## config.mk

```make
export PLATFORM = sky130hd
export DESIGN_NAME = grdda_ctrl
export DESIGN_NICKNAME = d
export VERILOG_FILES = /design/src/rtl/grdda_pkg.sv /design/src/rtl/grdda_ctrl.sv
export SDC_FILE = /design/constraint.sdc
export NUM_CORES = 1
export LEC_CHECK = 0
export ABC_AREA = 0
export BUFFER_PORTS_ARGS = -buffer_cell sky130_fd_sc_hd__buf_2
export CORE_AREA = 2 2 39 41
export DETAILED_ROUTE_END_ITERATION = 8
export DIE_AREA = 0 0 41 43
export PLACE_DENSITY_LB_ADDON = 0.05
export SYNTH_ARGS = -nofsm -noshare
export SYNTH_HDL_FRONTEND = slang
export SYNTH_SLANG_ARGS = --single-unit
```

## constraint.sdc

```tcl
create_clock -name clk -period 3.7 [get_ports clk]
set_clock_uncertainty 0.1 [all_clocks]
set_input_delay 0.37 -clock clk [delete_from_list [all_inputs] [get_ports clk]]
set_output_delay 0.37 -clock clk [all_outputs]
set_load 0.01 [all_outputs]
```

## src/rtl/grdda_pkg.sv

```systemverilog
// Shared types, constants and codes for the grid ray caster.
package grdda_pkg;

  localparam int MAP_W     = 64;
  localparam int MAP_H     = 64;
  localparam int MAX_STEPS = 128;
  localparam int XW        = $clog2(MAP_W);
  localparam int YW        = $clog2(MAP_H);
  localparam int MAP_AW    = XW + YW;
  localparam int MAP_DEPTH = MAP_W * MAP_H;
  localparam int STEP_W    = $clog2(MAX_STEPS + 1);

  localparam logic [1:0] ST_HIT  = 2'd0;
  localparam logic [1:0] ST_OUT  = 2'd1;
  localparam logic [1:0] ST_LIM  = 2'd2;

  localparam logic [1:0] FACE_NORTH = 2'd0;
  localparam logic [1:0] FACE_SOUTH = 2'd1;
  localparam logic [1:0] FACE_WEST  = 2'd2;
  localparam logic [1:0] FACE_EAST  = 2'd3;

  localparam logic [2:0] REG_EYE_X = 3'd0;
  localparam logic [2:0] REG_EYE_Y = 3'd1;
  localparam logic [2:0] REG_ROWS  = 3'd2;
  localparam logic [2:0] REG_TEX_N = 3'd3;
  localparam logic [2:0] REG_TEX_S = 3'd4;
  localparam logic [2:0] REG_TEX_W = 3'd5;
  localparam logic [2:0] REG_TEX_E = 3'd6;

  typedef enum logic [3:0] {
    S_CLEAR, S_IDLE, S_STEP, S_LOOK, S_TEST, S_DIV, S_MUL, S_TEX, S_DONE
  } grdda_state_t;

  // controller -> datapath
  typedef struct packed {
    logic clr_en;
    logic load;
    logic step;
    logic look;
    logic div_start;
    logic div_iter;
    logic mul;
    logic tex;
    logic emit;
    logic emit_err;
    logic [1:0] err_code;
  } grdda_cmd_t;

  // datapath -> controller
  typedef struct packed {
    logic clr_done;
    logic is_cast;
    logic out_of_map;
    logic is_wall;
    logic limit;
    logic div_done;
  } grdda_sts_t;

endpackage

```

## src/rtl/grdda_ctrl.sv

```systemverilog
// Controller state machine of the grid ray caster.
module grdda_ctrl import grdda_pkg::*; (
  input  logic       clk,
  input  logic       rst_n,
  input  logic       start,
  input  grdda_sts_t sts,
  output logic       busy,
  output grdda_cmd_t cmd
);

  grdda_state_t state_r, state_nxt;

  always_ff @(posedge clk) begin
    if (!rst_n) state_r <= S_CLEAR;
    else state_r <= state_nxt;
  end

  always_comb begin
    state_nxt = state_r;
    unique case (state_r)
      S_CLEAR: if (sts.clr_done) state_nxt = S_IDLE;
      S_IDLE:  if (start && sts.is_cast) state_nxt = S_STEP;
      S_STEP:  state_nxt = S_LOOK;
      S_LOOK:  state_nxt = S_TEST;
      S_TEST: begin
        if (sts.out_of_map) state_nxt = S_IDLE;
        else if (sts.is_wall) state_nxt = S_DIV;
        else if (sts.limit) state_nxt = S_IDLE;
        else state_nxt = S_STEP;
      end
      S_DIV:   if (sts.div_done) state_nxt = S_MUL;
      S_MUL:   state_nxt = S_TEX;
      S_TEX:   state_nxt = S_DONE;
      S_DONE:  state_nxt = S_IDLE;
      default: state_nxt = S_IDLE;
    endcase
  end

  always_comb begin
    cmd = '0;
    busy = 1'b1;
    unique case (state_r)
      S_CLEAR: cmd.clr_en = 1'b1;
      S_IDLE: begin
        busy = 1'b0;
        cmd.load = start;
      end
      S_STEP: cmd.step = 1'b1;
      S_LOOK: cmd.look = 1'b1;
      S_TEST: begin
        if (sts.out_of_map) begin
          cmd.emit_err = 1'b1;
          cmd.err_code = ST_OUT;
        end else if (sts.is_wall) begin
          cmd.div_start = 1'b1;
        end else if (sts.limit) begin
          cmd.emit_err = 1'b1;
          cmd.err_code = ST_LIM;
        end
      end
      S_DIV:  cmd.div_iter = 1'b1;
      S_MUL:  cmd.mul = 1'b1;
      S_TEX:  cmd.tex = 1'b1;
      S_DONE: cmd.emit = 1'b1;
      default: ;
    endcase
  end

endmodule

```

# == Yosys cells after proc, flatten, opt, wreduce, memory -nomap -nowiden ==
# Cells that the tools add are included.
# word_totals
romBits,0
latchBits,0
elab_cells,38
out_inout_bits,13
register_bits,4
ramBits,0
inputBits,9
memories,0
# op_classes
mul,0
magnitude_cmp,0
eq_ne,11
n_div,0
bitwise_logic,0
n_addsub,0
reduce_logical,3
shift,0
mux,23
# op_table
op,count
4-bit case mux with 8 select lines,1
3-bit 2-to-1 mux,6
"4-bit by 3-bit equality test with 1-bit output, second input constant",4
1-bit 2-to-1 mux,12
4-bit 2-to-1 mux,3
"4-bit by 2-bit equality test with 1-bit output, second input constant",2
"2-bit != test, second input constant",3
"4-bit by 1-bit equality test with 1-bit output, second input constant",1
"4-bit equality test, second input constant",1
4-bit logical NOT,1
3-bit AND reduction,1
2-bit 2-to-1 mux,1
1-bit logical AND,1

# == Logic depth before layout (Yosys ltp) ==
# Gate-level depths: netlist (run 1).
# depth
ltp_word,4
mapped_depth,5

# == Worst setup path after synthesis (run 1) ==
# No wires, ideal clock.
# synth_timing
path_type,flip-flop to output port
startpoint,register state_r[1]
endpoint,output port cmd[1] (netlist bit)
path_stages_with_launch,5
n_path_buf,1
slack_ns,2.260
arrival_ns,0.970
path_cell_list,dfxtp_1 buf_2 nor2_1 nand2b_1 nor4b_2
# synth_lines
item,line,source
start: declaration,grdda_ctrl.sv:11,"grdda_state_t state_r, state_nxt;"
start signal: assignment,grdda_ctrl.sv:15,else state_r <= state_nxt;
end: declaration,grdda_ctrl.sv:8,output grdda_cmd_t cmd

==> results by group, run 1 <==
Status
  – Outcome: complete, no violations

Final layout
  – Commonest non-fill, non-tap cell in the layout: buf_2
  – Most frequent cells in the layout: 21 x buf_2, 6 x nand2b_1, 6 x nor2_1, 4 x dfxtp_1
  – Final Core Density: 0.372
  – Layout area overhead: 26.9%
  – Final #Nets: 82
  – Share of post-route cells with drive strength above 1: 0.394
  – Fillers: 160
  – Largest registers: state_r (4)
  – Max reg flops: 4
  – Register with the highest flop count: state_r
  – N_diodes: 0

Timing
  – RSZ-0062 raised after global routing: false
  – Max-slew violations: 0
  – # setup viols final: 0
  – Final setup TNS: 0 ns
  – Minimum clock period: 2.04 ns
  – Final worst path period share: 0.552
  – Setup WS post-layout: 1.66 ns
  – Slew HR: 0.678
  – Final Hold Viols: 0
  – Fmax: 489 MHz
  – Worst-Margin Slew: 0.482 ns

Critical path
  – CP Data Arrival Time: 1.57 ns
  – Crit end category: output port
  – Crit Reg-Reg Startpoint: state_r[0]
  – R2R cell count: 4
  – Worst reg2reg endpoint: state_r[0]
  – Worst reg-to-reg setup slack: 2.26 ns
  – CP max FO: 12
  – Startpoint class of the critical path: flop
  – Required @ worst endpoint: 3.23 ns
  – CP endpoint: cmd[1]
  – CP Class: reg -> out
  – Critical Path Start: state_r[2]

Die
  – Die width: 41 µm
  – Core footprint: 1380 µm²
  – I/O pins: 22
  – Starting density of the core: 0.293
  – Row cnt: 14
  – Die Footprint: 1760 µm²
  – Die Y: 43 µm

GRT
  – Initial antenna violation count: 0
  – Vias in the first global route: 344
  – Gr ovfl total: 0
  – Pin count of the biggest net entering global routing: 13
  – First-pass GRT wire length: 1.49 mm
  – Aggregate global-route resource usage: 0.127

Clock network
  – CTS Buffer Depth: 2
  – CTS Buf Count: 3
  – Post-cts hold buffer count: 0
  – Worst skew pair latency: 0.24 ns
  – Sink Count: 4
  – CTS tree: yes
  – H-Tree Depth: 1
  – Post_cts resized: 0
  – Clock root buffer: clkbuf_4
  – Worst-path clk slew: 0.04 ns
  – # Post-CTS Setup Buffers: 0

Synthesis
  – Post-synthesis sequential area ratio: 0.198
  – Adder-Cell Fraction of Synth Area: 0
  – Post-synthesis compound-gate area fraction: 0.105
  – Synth Area in Simple Gates: 0.549
  – Mapped Area: 405 µm²
  – Post-Syn Nets: 60
  – Syn Area/Cell: 7.95 µm²
  – Post-synthesis xor/xnor area fraction: 0.0432
  – Yosys reg bits: 4
  – Mux share of post-synthesis cell area: 0
  – Cells after synthesis: 51
  – Largest family of logic cells by synthesized area: simple AND/OR/NAND/NOR gates
  – Synth warn: 0
  – Yosys cell types: 26

Routing
  – DR WL/cell: 11.2 µm
  – Iter 0 DRT Violations: 12
  – DRC errors left: 0
  – Vias/cell: 4.89
  – Via count: 425
  – Post-DRT Antenna Nets: 0
  – Final wirelength: 977 µm
  – Pre-Repair DR Iteration Count: 4

Placement
  – RePlAce Congestion: 0.733
  – # port buffers: 21
  – Place WS: 1.89 ns
  – HPWL Detailed: 756 µm

Flow run
  – Total of max-cap violations: 0

Pwr
  – PD cells: 245 nW/µm²
  – VDD IR max: 0.0944 mV
  – Leakage: 0.240 nW

Min path
  – Hold crit path type: in -> reg
==> critical path: stages, from the launching register on <==
cell and delay, ns:
dfxtp_1 0.55, nand2b_1 0.19, nand2b_1 0.22, nor4b_2 0.20, buf_2 0.16
==> stage by stage <==
step | instances | total power [mW] | hold WS, ns | instance area (µm²)
after floorplan | 51 | 0.0629 | 0.392 | 405
after global placement | 84 | 0.0725 | 0.544 | 492
after detailed placement | 84 | 0.0720 | 0.525 | 492
after CTS | 87 | 0.129 | 0.277 | 514
after global routing | 87 | 0.136 | 0.296 | 514
final | 87 | 0.126 | 0.280 | 514
==> routing by layer <==
| layer | wire length (µm) | track usage |
|---|---|---|
| met4 | 17 | 0.0800 |
| met5 | 0 | 0 |
| met3 | 85 | 0.0314 |
| met1 | 449 | 0.182 |
| met2 | 424 | 0.163 |
==> worst min-delay path by stage <==
stage	from	to	cells past startpoint
2_1_floorplan	rst_n	state_r[3]	1
3_3_place_gp	rst_n	state_r[3]	2
3_5_place_dp	rst_n	state_r[3]	2
4_1_cts	rst_n	state_r[3]	2
5_1_grt	rst_n	state_r[0]	2
6_report	rst_n	state_r[3]	2
==> final cells by class <==
class	count	area (µm²)	area share
Multi-Input combinational cell	42	283	0.550
Timing Repair Buffer	21	105	0.204
Sequential cell	4	80.1	0.156
Clock buffer	3	22.5	0.0438
Tap cell	16	20.0	0.0389
Inverter	1	3.75	0.00730
==> power breakdown <==
part / internal, mW / switching, mW
sequential: 0.0445 / 0.00435
combinational: 0.0116 / 0.0106
clock: 0.0363 / 0.0188
==> cells by family (layout without fill, tap and decap cells) <==
logic type | after synthesis | in the layout
and+or+nand+nor | 33 | 33
DFF | 4 | 4
AOI/OAI and AO/OA | 7 | 7
buffers and inverters | 5 | 25
xor gates and xnor gates | 2 | 2
==> cell usage after synthesis <==
cell type / instances / area, µm²
nor4b_2: 1 / 15.0
a211oi_1: 1 / 7.51
nor4_2: 1 / 12.5
and2_1: 2 / 12.5
xnor2_1: 2 / 17.5
nand2_1: 3 / 11.3
dfxtp_1: 4 / 80.1
buf_2: 1 / 5.00
a21oi_1: 2 / 10.0
nand3_1: 1 / 5.00
and4b_1: 1 / 10.0
inv_1: 1 / 3.75
nor4b_4: 1 / 23.8
buf_6: 3 / 33.8
nor3b_1: 1 / 7.51
o311a_1: 1 / 10.0
and3_1: 2 / 12.5
nand2b_1: 6 / 37.5
nor2b_1: 2 / 12.5
nor4b_1: 1 / 8.76
nor3_2: 1 / 10.0
nor3_1: 3 / 15.0
nor2_1: 6 / 22.5
o21ai_0: 1 / 5.00
nand4_1: 1 / 6.26
o21ai_1: 2 / 10.0
(Power assumes the default switching activity.)
==> run 2: changes to the inputs <==
==> constraint.sdc (replaced) <==
create_clock -name clk -period 1.65 [get_ports clk]
set_clock_uncertainty 0.1 [all_clocks]
set_input_delay 0.165 -clock clk [delete_from_list [all_inputs] [get_ports clk]]
set_output_delay 0.165 -clock clk [all_outputs]
set_load 0.01 [all_outputs]
==> results by group, run 2 (synthesis gave the netlist of run 1 again) <==
Final layout
  – Commonest non-fill, non-tap cell in the layout: buf_2
  – Register with the highest flop count: state_r
  – Largest registers: state_r (4)
  – Share of post-route cells with drive strength above 1: 0.479
  – N_diodes: 0
  – Most frequent cells in the layout: 21 x buf_2, 5 x nor2_1, 4 x nand2b_1
  – Max reg flops: 4
  – Layout area overhead: 35.5%
  – Final #Nets: 84

Routing
  – DR WL/cell: 11.1 µm
  – Post-DRT Antenna Nets: 0
  – DRC errors left: 0
  – Final wirelength: 991 µm
  – Via count: 421
  – Iter 0 DRT Violations: 8
  – Pre-Repair DR Iteration Count: 4
  – Vias/cell: 4.73

Die
  – I/O pins: 22
  – Core footprint: 1380 µm²
  – Die width: 41 µm
  – Die Y: 43 µm
  – Starting density of the core: 0.293
  – Row cnt: 14
  – Die Footprint: 1760 µm²

Pwr
  – Net switching fraction of the power: 0.258
  – Clock power share: 0.420
  – PD cells: 514 nW/µm²
  – Sw power: 0.0729 mW
  – Gate power share: 0.188
  – Power Internal: 0.209 mW
  – VDD IR max: 0.167 mV
  – Seq pwr share: 0.392
  – Leakage: 0.265 nW

Placement
  – Place WS: 0.257 ns
  – HPWL Detailed: 721 µm
  – RePlAce Congestion: 0.641
  – # port buffers: 21

Clock network
  – Sink Count: 4
  – CTS tree: yes
  – Worst-path clk slew: 0.04 ns
  – CTS Buf Count: 3
  – H-Tree Depth: 1
  – Post-cts hold buffer count: 0
  – Clock root buffer: clkbuf_4
  – Worst skew pair latency: 0.23 ns
  – CTS Buffer Depth: 2
  – # Post-CTS Setup Buffers: 0

GRT
  – Gr ovfl total: 0
  – Vias in the first global route: 343
  – First-pass GRT wire length: 1.46 mm
  – Pin count of the biggest net entering global routing: 13
  – Initial antenna violation count: 0
  – Aggregate global-route resource usage: 0.123

Timing
  – Final setup TNS: 0 ns
  – # setup viols final: 0
  – Worst-Margin Slew: 0.277 ns
  – Max-slew violations: 0
  – RSZ-0062 raised after global routing: false
  – Minimum clock period: 1.55 ns
  – Final Hold Viols: 0
  – Fmax: 645 MHz
  – Setup WS post-layout: 0.101 ns
  – Final worst path period share: 0.939
  – Slew HR: 0.816

Critical path
  – Startpoint class of the critical path: flop
  – CP Data Arrival Time: 1.28 ns
  – CP max FO: 4
  – Crit end category: output port
  – CP Class: reg -> out
  – Required @ worst endpoint: 1.38 ns

Status
  – Outcome: complete, no violations

Flow run
  – Total of max-cap violations: 0

Min path
  – Hold crit path type: in -> reg
## run 2: cell count changes in the layout (fill, tap and decap cells not counted), sizes merged
cell / before / now
buf: 21 / 23
## run 2: area by class of cell
cell class              instances  area (µm²)
clock buffers                   3        22.5
multi-input cells              42         300
flip-flops and latches          4        82.6
fillers                       157         835
well taps                      16        20.0
repair buffers                 23         120
inverters                       1        3.75
## run 2: final timing paths
| check | start | end | slack, ns | depth (start not counted) |
|---|---|---|---|---|
| worst min register to register | state_r[2] | state_r[3] | 0.59 | 3 |
| worst max register to register | state_r[0] | state_r[0] | 0.38 | 3 |
| worst min-delay path | rst_n | state_r[3] | 0.08 | 2 |
| worst max-delay path | state_r[3] | cmd[1] | 0.10 | 4 |
## run 2: routing by layer
metal,wire length [µm],up-vias,GRT usage
met4,0,0,0.100
met2,416,14,0.144
met3,61,0,0.0157
met1,514,182,0.188
li1,-,225,-
met5,0,-,0
## run 2: worst max-delay path: stages (launching register included)
cell and delay, ns:
dfxtp_1 0.29, nand2b_2 0.22, nand2b_4 0.17, nor4b_2 0.20, buf_2 0.16
## run 2: repair_timing
action,CTS,global route
resized for setup,1,5
endpoints found under the setup margin,1,2
cloned,0,0
## run 2: through the flow
| stage | instance area (µm²) | utilization | hold WS, ns | cells | total power [mW] |
|---|---|---|---|---|---|
| floorplan | 405 | - | 0.187 | 51 | 0.141 |
| global placement | 507 | 0.366 | 0.326 | 86 | 0.161 |
| detailed placement | 507 | 0.366 | 0.328 | 86 | 0.161 |
| CTS | 531 | 0.383 | 0.0821 | 89 | 0.286 |
| global route | 549 | 0.397 | 0.0907 | 89 | 0.300 |
| finish | 549 | 0.397 | 0.0849 | 89 | 0.282 |
## run 2: power by group through the flow
stage	combinational [mW]	clock, mW	sequential, mW
global placement	0.0510	0	0.110
detailed placement	0.0506	0	0.110
CTS	0.0508	0.126	0.109
global route	0.0591	0.129	0.112
floorplan	0.0383	0	0.103
finish	0.0531	0.118	0.111
==> run 3: changes to the inputs <==
--- a/config.mk
+++ b/config.mk
@@ -7,9 +7,11 @@
 export LEC_CHECK = 0
 export ABC_AREA = 0
 export BUFFER_PORTS_ARGS = -buffer_cell sky130_fd_sc_hd__buf_2
-export CORE_AREA = 2 2 39 41
+export CELL_PAD_IN_SITES_DETAIL_PLACEMENT = 0
+export CELL_PAD_IN_SITES_GLOBAL_PLACEMENT = 1
+export CORE_UTILIZATION = 25
+export CTS_CLUSTER_DIAMETER = 150
 export DETAILED_ROUTE_END_ITERATION = 8
-export DIE_AREA = 0 0 41 43
 export PLACE_DENSITY_LB_ADDON = 0.05
 export SYNTH_ARGS = -nofsm -noshare
 export SYNTH_HDL_FRONTEND = slang
==> results by group, run 3 (synthesis gave the netlist of run 1 again) <==
Status
  – Outcome: complete, no violations

Timing
  – Final Hold Viols: 0
  – RSZ-0062 raised after global routing: false
  – Final worst path period share: 0.951
  – Final setup TNS: 0 ns
  – Setup WS post-layout: 0.0804 ns
  – Worst-Margin Slew: 0.240 ns
  – # setup viols final: 0
  – Slew HR: 0.838
  – Max-slew violations: 0
  – Fmax: 637 MHz
  – Minimum clock period: 1.57 ns

Final layout
  – Register area: 82.6 µm²
  – Most frequent cells in the layout: 21 x buf_2, 6 x nor2_1, 5 x nand2b_1
  – Register with the highest flop count: state_r
  – Fin cells: 89
  – Largest registers: state_r (4)
  – Layout area overhead: 33.0%
  – N_diodes: 0
  – Multi-input gate area: 290 µm²
  – Fillers: 176
  – Max reg flops: 4
  – Final #Nets: 84
  – Final instance area: 539 µm²
  – Commonest non-fill, non-tap cell in the layout: buf_2
  – Share of post-route cells with drive strength above 1: 0.452

Clock network
  – CTS Buf Count: 3
  – Post-cts hold buffer count: 0
  – # Post-CTS Setup Buffers: 0
  – H-Tree Depth: 1
  – Clock root buffer: clkbuf_4
  – CTS tree: yes
  – Sink Count: 4
  – Worst-path clk slew: 0.04 ns
  – Worst skew pair latency: 0.23 ns
  – CTS Buffer Depth: 2

GRT
  – Aggregate global-route resource usage: 0.112
  – First-pass GRT wire length: 1.50 mm
  – Pin count of the biggest net entering global routing: 13
  – Gr ovfl total: 0
  – Initial antenna violation count: 0
  – Vias in the first global route: 358

Placement
  – Placed cells: 86
  – Place WS: 0.242 ns
  – Placed cell areas: 507 µm²
  – # port buffers: 21
  – RePlAce Congestion: 0.688
  – HPWL Detailed: 758 µm

Pwr
  – Final Power: 0.277 mW
  – Leakage: 0.263 nW
  – PD cells: 513 nW/µm²
  – VDD IR max: 0.160 mV

Routing
  – Via count: 422
  – Pre-Repair DR Iteration Count: 4
  – DRC errors left: 0
  – Iter 0 DRT Violations: 7
  – Final wirelength: 953 µm
  – DR WL/cell: 10.7 µm
  – Vias/cell: 4.74
  – Post-DRT Antenna Nets: 0

Die
  – Die Footprint: 1790 µm²
  – Die Y: 42.3 µm
  – Starting density of the core: 0.269
  – I/O pins: 22
  – Die width: 42.3 µm
  – Core footprint: 1510 µm²
  – Row cnt: 14

Critical path
  – Worst reg-to-reg setup slack: 0.39 ns
  – Crit end category: output port
  – Startpoint class of the critical path: flop
  – CP Class: reg -> out
  – CP max FO: 12
  – Required @ worst endpoint: 1.38 ns
  – CP Data Arrival Time: 1.30 ns

Min path
  – Hold crit path type: in -> reg

Flow run
  – Total of max-cap violations: 0
==> run 3: cell counts in the layout (fill, tap and decap cells not counted) <==
No cell type changed its count.
==> run 3: metal layers <==
| metal | up-vias | global-route usage | routed length (µm) |
|---|---|---|---|
| li1 | 226 | - | - |
| met1 | 182 | 0.157 | 489 |
| met2 | 14 | 0.160 | 413 |
| met3 | 0 | 0.0388 | 49 |
| met4 | 0 | 0.0375 | 0 |
| met5 | - | 0 | 0 |
==> run 3: metrics by stage <==
step / hold slack, ns / utilization
2_1_floorplan: 0.187 / -
3_3_place_gp: 0.323 / 0.336
3_5_place_dp: 0.330 / 0.336
4_1_cts: 0.0869 / 0.351
5_1_grt: 0.0863 / 0.358
6_report: 0.0854 / 0.358
==> run 3: worst paths after layout <==
check,startpoint,to,cells past startpoint
setup / recovery,state_r[0],cmd[1],4
hold / removal,rst_n,state_r[3],2
setup reg to reg,state_r[0],state_r[0],3
hold reg to reg,state_r[0],state_r[1],3
==> run 3: report_power, final <==
part	leakage [nW]	switching, mW	internal (mW)	total (mW)
registers	0.0333	0.00908	0.100	0.110
clock network	0.0138	0.0350	0.0810	0.116
logic	0.216	0.0253	0.0261	0.0513
total	0.263	0.0693	0.208	0.277
==> run 3: area by class of cell <==
cell class / count / share of cell area
clock buffer: 3 / 0.0418
inverter: 1 / 0.00696
multi-input combinational: 42 / 0.538
sequential: 4 / 0.153
tap: 16 / 0.0371
timing repair buffer: 23 / 0.223
==> run 3: critical path: stages (launching register included) <==
cell	delay [ns]
dfxtp_2	0.38
nor2_1	0.24
nand2b_4	0.09
nor4b_2	0.20
buf_2	0.16
==> run 3: timing repair <==
item / 4_1_cts / 5_1_grt
resized for setup: 0 / 3
hold endpoints to repair: 0 / 0
setup endpoints to repair: 0 / 7
